**src/hw/rtl/deviation_window_alarm_top_assert.svh**
```systemverilog
// Assertion macros for the deviation window alarm block.
`ifndef DEVIATION_WINDOW_ALARM_TOP_ASSERT_SVH
`define DEVIATION_WINDOW_ALARM_TOP_ASSERT_SVH
`ifndef SYNTHESIS
// Checked while out of reset.
`define DWA_ASSERT(lbl, clk, rst_n, prop, msg) \
    lbl: assert property (@(posedge clk) disable iff (!(rst_n)) prop) else $error(msg);
// Checked at every edge, reset included.
`define DWA_ASSERT_ALWAYS(lbl, clk, prop, msg) \
    lbl: assert property (@(posedge clk) prop) else $error(msg);
`else
`define DWA_ASSERT(lbl, clk, rst_n, prop, msg)
`define DWA_ASSERT_ALWAYS(lbl, clk, prop, msg)
`endif
`endif

```
**src/hw/rtl/dwa_pkg.sv**
```systemverilog
// Shared types and constants for the deviation window alarm.
package dwa_pkg;

    localparam int COUNT_W = 12;
    localparam int FRAC_W  = 17;
    localparam int RUN_W   = 16;
    localparam int PERS_W  = 16;
    localparam int CFG_W   = 17;

    localparam logic [COUNT_W-1:0] COUNT_MAX = 12'd4095;
    localparam logic [COUNT_W-1:0] COUNT_MIN = 12'd0;

    localparam logic [COUNT_W-1:0] DRY_RESET     = 12'd2800;
    localparam logic [COUNT_W-1:0] WET_RESET     = 12'd1300;
    localparam logic [FRAC_W-1:0]  DELTA_RESET   = 17'd6554;
    localparam logic [PERS_W-1:0]  PERSIST_RESET = 16'd2;

    typedef enum logic [1:0] {
        OP_LOOK   = 2'd0,
        OP_ARM    = 2'd1,
        OP_REPORT = 2'd2
    } op_t;

    typedef enum logic [1:0] {
        CFG_DRY     = 2'd0,
        CFG_WET     = 2'd1,
        CFG_DELTA   = 2'd2,
        CFG_PERSIST = 2'd3
    } cfg_idx_t;

    typedef struct packed {
        logic [COUNT_W-1:0] dry_count;
        logic [COUNT_W-1:0] wet_count;
        logic [FRAC_W-1:0]  window_delta;
        logic [PERS_W-1:0]  persist_looks;
    } cfg_t;

    typedef struct packed {
        op_t                operation;
        logic [COUNT_W-1:0] sample;
        logic [FRAC_W-1:0]  fraction;
    } item_t;

    typedef struct packed {
        logic               wake;
        logic               lamp;
        logic               period_select;
        logic [RUN_W-1:0]   breach_count;
        logic [RUN_W-1:0]   look_count;
        logic [COUNT_W-1:0] last_sample;
        logic [COUNT_W-1:0] dry_threshold;
        logic [COUNT_W-1:0] wet_threshold;
    } result_t;

endpackage

```
**src/hw/rtl/dwa_map.sv**
```systemverilog
// Fraction to ADC count mapping: floor(dry - f*(dry-wet)/65536), clamped.
module dwa_map (
    input  logic [dwa_pkg::COUNT_W-1:0] dry_count,
    input  logic [dwa_pkg::COUNT_W-1:0] wet_count,
    input  logic [dwa_pkg::FRAC_W-1:0]  frac,
    output logic [dwa_pkg::COUNT_W-1:0] count
);
    import dwa_pkg::*;

    logic signed [COUNT_W:0]   span;
    logic signed [FRAC_W:0]    frac_s;
    logic signed [30:0]        prod;
    logic        [31:0]        num;

    always_comb begin
        span   = $signed({1'b0, dry_count}) - $signed({1'b0, wet_count});
        frac_s = $signed({1'b0, frac});
        prod   = 31'(frac_s) * 31'(span);
        num    = {4'b0000, dry_count, 16'h0000} - {prod[30], prod};
        if (num[31]) begin
            count = COUNT_MIN;
        end else if (|num[30:28]) begin
            count = COUNT_MAX;
        end else begin
            count = num[27:16];
        end
    end

endmodule

```
**src/hw/rtl/dwa_core.sv**
```systemverilog
// Window state, persistence counter and per-operation update logic.
module dwa_core (
    input  logic             aclk,
    input  logic             aresetn,
    input  dwa_pkg::cfg_t    cfg,
    input  dwa_pkg::item_t   item,
    input  logic             fire,
    output dwa_pkg::result_t res
);
    import dwa_pkg::*;

    logic [COUNT_W-1:0] dry_limit_reg, dry_limit_next;
    logic [COUNT_W-1:0] wet_limit_reg, wet_limit_next;
    logic [RUN_W-1:0]   breach_run_reg, breach_run_next;
    logic [RUN_W-1:0]   look_total_reg, look_total_next;
    logic [COUNT_W-1:0] seen_sample_reg, seen_sample_next;
    logic [FRAC_W-1:0]  reported_reg, reported_next;
    logic               has_reported_reg, has_reported_next;
    logic               lamp_reg, lamp_next;

    logic [FRAC_W-1:0]  ref_frac;
    logic [FRAC_W:0]    lo_diff;
    logic [FRAC_W:0]    hi_sum;
    logic               lo_open;
    logic               hi_open;
    logic [COUNT_W-1:0] lo_count;
    logic [COUNT_W-1:0] hi_count;
    logic [RUN_W-1:0]   run_inc;
    logic               breach;
    logic               wake;
    logic               period;

    assign ref_frac = has_reported_reg ? reported_reg : item.fraction;
    assign lo_diff  = {1'b0, ref_frac} - {1'b0, cfg.window_delta};
    assign hi_sum   = {1'b0, ref_frac} + {1'b0, cfg.window_delta};
    assign lo_open  = lo_diff[FRAC_W] || (lo_diff == '0);
    assign hi_open  = |hi_sum[FRAC_W:FRAC_W-1];

    dwa_map u_map_lo (
        .dry_count (cfg.dry_count),
        .wet_count (cfg.wet_count),
        .frac      (lo_diff[FRAC_W-1:0]),
        .count     (lo_count)
    );

    // only reached when hi < 1.0, so the top bit is known zero
    dwa_map u_map_hi (
        .dry_count (cfg.dry_count),
        .wet_count (cfg.wet_count),
        .frac      ({1'b0, hi_sum[FRAC_W-2:0]}),
        .count     (hi_count)
    );

    assign run_inc = breach_run_reg + 1'b1;
    assign breach  = (item.sample > dry_limit_reg) || (item.sample < wet_limit_reg);

    always_comb begin
        dry_limit_next    = dry_limit_reg;
        wet_limit_next    = wet_limit_reg;
        breach_run_next   = breach_run_reg;
        look_total_next   = look_total_reg;
        seen_sample_next  = seen_sample_reg;
        reported_next     = reported_reg;
        has_reported_next = has_reported_reg;
        lamp_next         = lamp_reg;
        wake              = 1'b0;
        period            = 1'b0;
        unique case (item.operation)
            OP_LOOK: begin
                seen_sample_next = item.sample;
                look_total_next  = look_total_reg + 1'b1;
                if (breach) begin
                    if (run_inc >= cfg.persist_looks) begin
                        wake            = 1'b1;
                        breach_run_next = '0;
                        lamp_next       = 1'b0;
                    end else begin
                        breach_run_next = run_inc;
                        lamp_next       = 1'b1;
                        period          = 1'b1;
                    end
                end else begin
                    breach_run_next = '0;
                    lamp_next       = 1'b0;
                end
            end
            OP_ARM: begin
                dry_limit_next  = lo_open ? COUNT_MAX : lo_count;
                wet_limit_next  = hi_open ? COUNT_MIN : hi_count;
                breach_run_next = '0;
                look_total_next = '0;
                lamp_next       = 1'b0;
            end
            OP_REPORT: begin
                reported_next     = item.fraction;
                has_reported_next = 1'b1;
            end
            default: begin
                // unused code: state unchanged, result reports it with wake and period low
            end
        endcase
    end

    always_ff @(posedge aclk) begin
        if (!aresetn) begin
            dry_limit_reg    <= COUNT_MAX;
            wet_limit_reg    <= COUNT_MIN;
            breach_run_reg   <= '0;
            look_total_reg   <= '0;
            seen_sample_reg  <= '0;
            reported_reg     <= '0;
            has_reported_reg <= 1'b0;
            lamp_reg         <= 1'b0;
        end else if (fire) begin
            dry_limit_reg    <= dry_limit_next;
            wet_limit_reg    <= wet_limit_next;
            breach_run_reg   <= breach_run_next;
            look_total_reg   <= look_total_next;
            seen_sample_reg  <= seen_sample_next;
            reported_reg     <= reported_next;
            has_reported_reg <= has_reported_next;
            lamp_reg         <= lamp_next;
        end
    end

    always_comb begin
        res.wake          = wake;
        res.lamp          = lamp_next;
        res.period_select = period;
        res.breach_count  = breach_run_next;
        res.look_count    = look_total_next;
        res.last_sample   = seen_sample_next;
        res.dry_threshold = dry_limit_next;
        res.wet_threshold = wet_limit_next;
    end

endmodule

```
**src/hw/rtl/deviation_window_alarm_top.sv**
```systemverilog
// Deviation window alarm: top level with stream channels and register port.
//
// Input stream (s_*): one transaction per command. s_tuser carries the
// operation (look, arm, report), s_tdata the ADC sample and the fraction.
// Output stream (m_*): exactly one result transaction per input transaction,
// in order, carrying wake, lamp, period select, counters, last sample and
// the two window thresholds.
// Each input is held in the input register, its result in the result register
// that drives m_tvalid; the arm path through the two fraction-to-count
// multipliers sits between those two registers. Throughput: one transaction
// per cycle while m_tready is high. Stall: while m_tready is low, one result
// waits in the result register and one more input is held in the input
// register; s_tready then drops. Reset (synchronous, aresetn low): both
// registers empty, window fully open, counters and lamp cleared, calibration
// registers back to defaults. Registers are written through cfg_wr_en, cfg_addr and
// cfg_wdata by the user, only while idle; the block does not enforce it.
module deviation_window_alarm_top (
    input  logic                        aclk,
    input  logic                        aresetn,
    input  logic                        s_tvalid,
    output logic                        s_tready,
    input  logic [31:0]                 s_tdata,   // sample[11:0], fraction[28:12]
    input  logic [1:0]                  s_tuser,   // operation[1:0]
    output logic                        m_tvalid,
    input  logic                        m_tready,
    // wake[0], lamp[1], period_select[2], breach_count[18:3], look_count[34:19],
    // last_sample[46:35], dry_threshold[58:47], wet_threshold[70:59]
    output logic [71:0]                 m_tdata,
    input  logic                        cfg_wr_en,
    input  logic [1:0]                  cfg_addr,
    input  logic [dwa_pkg::CFG_W-1:0]   cfg_wdata
);
    import dwa_pkg::*;

    `include "deviation_window_alarm_top_assert.svh"

    cfg_t    cfg_reg;
    item_t   item_reg;
    logic    in_valid_reg;
    result_t res_next;
    result_t res_reg;
    logic    out_valid_reg;
    logic    advance;
    logic    s_fire;

    assign advance  = in_valid_reg && (!out_valid_reg || m_tready);
    assign s_tready = !in_valid_reg || advance;
    assign s_fire   = s_tvalid && s_tready;

    always_ff @(posedge aclk) begin
        if (!aresetn) begin
            cfg_reg.dry_count     <= DRY_RESET;
            cfg_reg.wet_count     <= WET_RESET;
            cfg_reg.window_delta  <= DELTA_RESET;
            cfg_reg.persist_looks <= PERSIST_RESET;
        end else if (cfg_wr_en) begin
            unique case (cfg_idx_t'(cfg_addr))
                CFG_DRY:     cfg_reg.dry_count     <= cfg_wdata[COUNT_W-1:0];
                CFG_WET:     cfg_reg.wet_count     <= cfg_wdata[COUNT_W-1:0];
                CFG_DELTA:   cfg_reg.window_delta  <= cfg_wdata[FRAC_W-1:0];
                CFG_PERSIST: cfg_reg.persist_looks <= cfg_wdata[PERS_W-1:0];
                default: begin
                end
            endcase
        end
    end

    always_ff @(posedge aclk) begin
        if (!aresetn) begin
            in_valid_reg <= 1'b0;
        end else if (s_tready) begin
            in_valid_reg <= s_tvalid;
        end
    end

    always_ff @(posedge aclk) begin
        if (s_fire) begin
            item_reg.operation <= op_t'(s_tuser);
            item_reg.sample    <= s_tdata[11:0];
            item_reg.fraction  <= s_tdata[28:12];
        end
    end

    dwa_core u_core (
        .aclk    (aclk),
        .aresetn (aresetn),
        .cfg     (cfg_reg),
        .item    (item_reg),
        .fire    (advance),
        .res     (res_next)
    );

    always_ff @(posedge aclk) begin
        if (!aresetn) begin
            out_valid_reg <= 1'b0;
        end else if (advance) begin
            out_valid_reg <= 1'b1;
        end else if (m_tready) begin
            out_valid_reg <= 1'b0;
        end
    end

    always_ff @(posedge aclk) begin
        if (advance) begin
            res_reg <= res_next;
        end
    end

    assign m_tvalid = out_valid_reg;
    assign m_tdata  = {1'b0,
                       res_reg.wet_threshold,
                       res_reg.dry_threshold,
                       res_reg.last_sample,
                       res_reg.look_count,
                       res_reg.breach_count,
                       res_reg.period_select,
                       res_reg.lamp,
                       res_reg.wake};

    `DWA_ASSERT(a_wake_clears, aclk, aresetn,
        out_valid_reg && res_reg.wake |->
            res_reg.breach_count == '0 && !res_reg.lamp && !res_reg.period_select,
        "wake result must show cleared run, lamp off and patrol period")
    `DWA_ASSERT(a_stall_cause, aclk, aresetn,
        !s_tready |-> in_valid_reg && out_valid_reg && !m_tready,
        "input stalled without a full pipeline and a stalled receiver")
    `DWA_ASSERT(a_advance_fills, aclk, aresetn,
        advance |=> out_valid_reg,
        "processed item did not reach the result register")
    `DWA_ASSERT(a_held_item, aclk, aresetn,
        in_valid_reg && !advance |=> in_valid_reg && $stable(item_reg),
        "waiting input item was lost or changed")
    `DWA_ASSERT_ALWAYS(a_reset_empty, aclk,
        !aresetn |=> !out_valid_reg && !in_valid_reg,
        "pipeline not empty after reset")

endmodule

```
**config.mk**
```make
export PLATFORM = sky130hd
export DESIGN_NAME = deviation_window_alarm_top
export DESIGN_NICKNAME = d
export VERILOG_FILES = /design/src/hw/rtl/dwa_pkg.sv /design/src/hw/rtl/dwa_map.sv /design/src/hw/rtl/dwa_core.sv /design/src/hw/rtl/deviation_window_alarm_top.sv
export VERILOG_INCLUDE_DIRS = /design/src /design/src/hw/rtl
export SDC_FILE = /design/constraint.sdc
export NUM_CORES = 2
export LEC_CHECK = 0
export BUFFER_PORTS_ARGS = -buffer_cell sky130_fd_sc_hd__buf_2
export CAP_MARGIN = 20
export CORE_MARGIN = 3
export CORE_UTILIZATION = 50
export DETAILED_ROUTE_END_ITERATION = 7
export PLACE_DENSITY = 0.67
export SYNTH_ARGS = -nofsm -noshare
export SYNTH_HDL_FRONTEND = slang
export SYNTH_SLANG_ARGS = --single-unit
```
**constraint.sdc**
```tcl
create_clock -name aclk -period 22.4 [get_ports aclk]
set_input_delay 0 -clock aclk [delete_from_list [all_inputs] [get_ports aclk]]
set_output_delay 0 -clock aclk [all_outputs]
set_load 0.02 [all_outputs]
```
==> flow_summary.yaml <==
logic_synthesis:
  synthCells: 3207
  synth_flop_cell: "dfxtp_1"
  syn_area_per_cell_um2: 8.776
  synth-seq-cells: 248
  yosysWarnings: 0
  async_flop_share: 0
  synth_area_um2: 28140
  synth_seq_area_share: 0.2127
  syn_nets: 3919
  synth.distinct_cells: 80
  synth_edf_count: 102
worst_setup_path:
  r2r_setup_slack_ns: 11.35
  crit_type: "reg2reg"
  cp_slowest_cell: "dfxtp_1"
  crit_fanout: 18
  r2r-end: "m_tdata[69]$_DFFE_PP_"
  worstPathRequired_ns: 22.72
  worst-path-buf-inv: 5
  slowest_delay_ns: 0.92
  arrival_ns: 11.37
  cp_common_cell: "fa_1"
  worst_setup_path_end_kind: "flop"
  cp.depth: 32
  cp_top_family: "adder cells"
  r2r-start: "u_core.has_reported_reg$_SDFFE_PN0P_"
  r2r_cells: 32
  setup.worst_path.start_class: "flop"
timing:
  finalHoldViolCount: 1
  finalClockSkew_ns: 0.01511
  finalSetupViolCount: 0
  rsz0062_at_grt: "false"
  period_share: 0.4934
  tns_ns: 0
  worst_hold_slack_ns: -0.01552
  maxSlewViolCount: 0
  maxSlewHeadroom: 0.1985
  max_freq_ghz: 0.09048
  worst_pin_slew_ns: 1.198
  period_needed_ns: 11.05
flow_run:
  max_cap_viol_count: 0
worst_hold_path:
  min_path_cells: 3
  whs_endpoint: "cfg_reg[56]$_SDFFE_PN1P_"
  hold_path_class: "in2reg"
  min-delay-start: "cfg_wr_en"
layout:
  layoutNonFillerInstCount: 4107
  syn2layout_area_growth_pct: 10.23
  largest_reg_flops: 71
  layout.nets: 4054
  nFillCells: 4995
  diodes: 0
  drive_gt1_frac: 0.08901
cts:
  cts-root-buf: "clkbuf_16"
  cts_resized: 0
  clk_pin_slew_worst_paths_ns: 0.07
  cts_tree: "built"
  cts.sinks: 248
  htree_num_levels: 1
  clock_latency_ns: 0.53
  clockBufferDepth: 3
  cts_buffers: 23
floorplanning:
  row_count: 86
  die-area_um2: 59170
  io_pins: 132
  core_area_um2: 55420
  fp.dieW_um: 243.3
  start_util: 0.5079
  dieHeight_um: 243.3
routing:
  route.vias.total: 22624
  routed_via_density: 5.509
  antenna_left: 0
  first_pass_iters: 7
  route.detailed.drc: 0
  post_drt_wl_per_cell_um: 19.12
  drt_iter0_markers: 1494
  drt-total-wl_mm: 78.51
global_route:
  grt_pass1_wl_mm: 127.4
  grt_antenna_before_repair: 1
  grt_pass1_vias: 23998
  grt_overflow_total: 0
  grtUsageTotal: 0.2698
  grt_max_degree: 95
placed_design:
  gp_congestion: 0.9444
  dp_hpwl_mm: 60.35
  port_buffers: 127
  place_inst: 4007
outcome:
  status: "finished with violations"
  violations: "negative hold slack"
-- tightest hold or removal path, delay by kind of cell --
kind	cells	cell delay [ns]
simple gates	1	0.18
compound gates	1	0.15
buf+inv	1	0.14
-- cell usage after synthesis, types with 5 or more instances --
library cell	instances	area [µm²]
a211o_1	5	43.79
a211oi_1	6	45.04
a21o_1	32	240.2
a21oi_1	179	895.9
a22o_1	17	148.9
a22oi_1	11	82.58
a31oi_1	22	137.6
a32oi_1	5	43.79
a32oi_2	6	97.59
and2_1	18	112.6
and3_1	18	112.6
buf_2	6	30.03
clkbuf_1	118	442.9
dfxtp_1	146	2923
edfxtp_1	102	3063
fa_1	345	6907
ha_1	309	3866
inv_1	628	2357
mux2_2	30	337.8
nand2_1	400	1501
nand2b_1	74	462.9
nand3_1	34	170.2
nand4_1	22	137.6
nor2_1	263	987.2
nor2b_1	36	225.2
nor3_1	26	130.1
o211ai_1	26	195.2
o21a_1	10	75.07
o21ai_0	61	305.3
o21ai_1	6	30.03
o21bai_1	15	112.6
o22ai_1	22	137.6
o31ai_1	7	52.55
or2_2	14	87.58
or3_1	12	75.07
xnor2_1	60	525.5
xor2_1	44	385.4
-- layout make-up --
| class | count | area [µm²] | area share |
|---|---|---|---|
| Tap cell | 748 | 935.9 | 0.03017 |
| Sequential cell | 248 | 5986 | 0.1929 |
| Clock inverter | 10 | 65.06 | 0.002097 |
| Inverter | 629 | 2362 | 0.07614 |
| Timing Repair Buffer | 237 | 1620 | 0.05223 |
| Clock buffer | 32 | 660.6 | 0.02129 |
| Multi-Input combinational cell | 2203 | 19390 | 0.6251 |
-- per-stage QoR --
step                  util  worst slack [ns]  instance area, µm²  hold slack [ns]
floorplan                -             13.50               28140          0.09887
global placement    0.5360             11.59               29700           0.1767
detailed placement  0.5360             11.54               29700           0.1788
CTS                 0.5587             11.50               30960          0.01894
global route        0.5598             10.81               31020         0.008797
finish              0.5598             11.35               31020         -0.01552
-- placed cells by master, fill, tap and decap left out, types with 6 or more instances in the layout --
cell type	Yosys	final
a211oi_1	6	6
a21o_1	32	32
a21oi_1	179	178
a22o_1	17	17
a22oi_1	11	11
a31oi_1	22	22
a32oi_2	6	6
and2_1	18	18
and3_1	18	18
buf_2	6	127
buf_4	2	54
clkbuf_16	0	24
dfxtp_1	146	146
dlygate4sd3_1	0	54
edfxtp_1	102	102
fa_1	345	345
ha_1	309	309
inv_1	628	626
mux2_2	30	30
nand2_1	400	400
nand2b_1	74	74
nand3_1	34	34
nand4_1	22	22
nor2_1	263	263
nor2b_1	36	35
nor3_1	26	25
o211ai_1	26	26
o21a_1	10	10
o21ai_0	61	61
o21ai_1	6	6
o21bai_1	15	15
o22ai_1	22	22
o31ai_1	7	7
or2_2	14	14
or3_1	12	12
xnor2_1	60	56
xor2_1	44	39
xor2_2	1	6
-- how the worst max path moves through the flow --
| stage | start | end | slack, ns |
|---|---|---|---|
| finish | u_core.has_reported_reg$_SDFFE_PN0P_ | m_tdata[69]$_DFFE_PP_ | 11.35 |
| global route | u_core.has_reported_reg$_SDFFE_PN0P_ | m_tdata[59]$_DFFE_PP_ | 10.81 |
| CTS | u_core.has_reported_reg$_SDFFE_PN0P_ | m_tdata[69]$_DFFE_PP_ | 11.50 |
| detailed placement | u_core.has_reported_reg$_SDFFE_PN0P_ | m_tdata[69]$_DFFE_PP_ | 11.54 |
| global placement | u_core.has_reported_reg$_SDFFE_PN0P_ | m_tdata[69]$_DFFE_PP_ | 11.59 |
| floorplan | u_core.has_reported_reg$_SDFFE_PN0P_ | m_tdata[60]$_DFFE_PP_ | 13.50 |
-- cell families (layout without fill, tap and decap cells) --
| group | count (synthesis) | after routing | synth area share |
|---|---|---|---|
| AOI/OAI and AO/OA | 471 | 471 | 0.1081 |
| xor gates and xnor gates | 106 | 106 | 0.03352 |
| adders and majority gates | 654 | 654 | 0.3828 |
| buffers and inverters | 756 | 908 | 0.1016 |
| DFF | 248 | 248 | 0.2127 |
| muxes | 34 | 34 | 0.01343 |
| other | 1 | 1 | 0.0001332 |
| and+or+nand+nor | 937 | 937 | 0.1477 |
-- metal layers --
| layer | routed length [µm] | GRT usage | vias to the layer above |
|---|---|---|---|
| met5 | 0 | 0 | - |
| met4 | 3965 | 0.1181 | 0 |
| met1 | 31720 | 0.3392 | 11162 |
| met3 | 5256 | 0.03643 | 214 |
| met2 | 37580 | 0.4653 | 804 |
| li1 | - | - | 10444 |
-- repair_timing --
item	4_1_cts	5_1_grt
hold endpoints to repair	90	1
buffers inserted	0	0
hold buffers	53	1
setup endpoints to repair	0	0
Power is left out: the tool's default activity adds up to more than one toggle a clock period on the data nets, which glitch-free logic cannot reach.
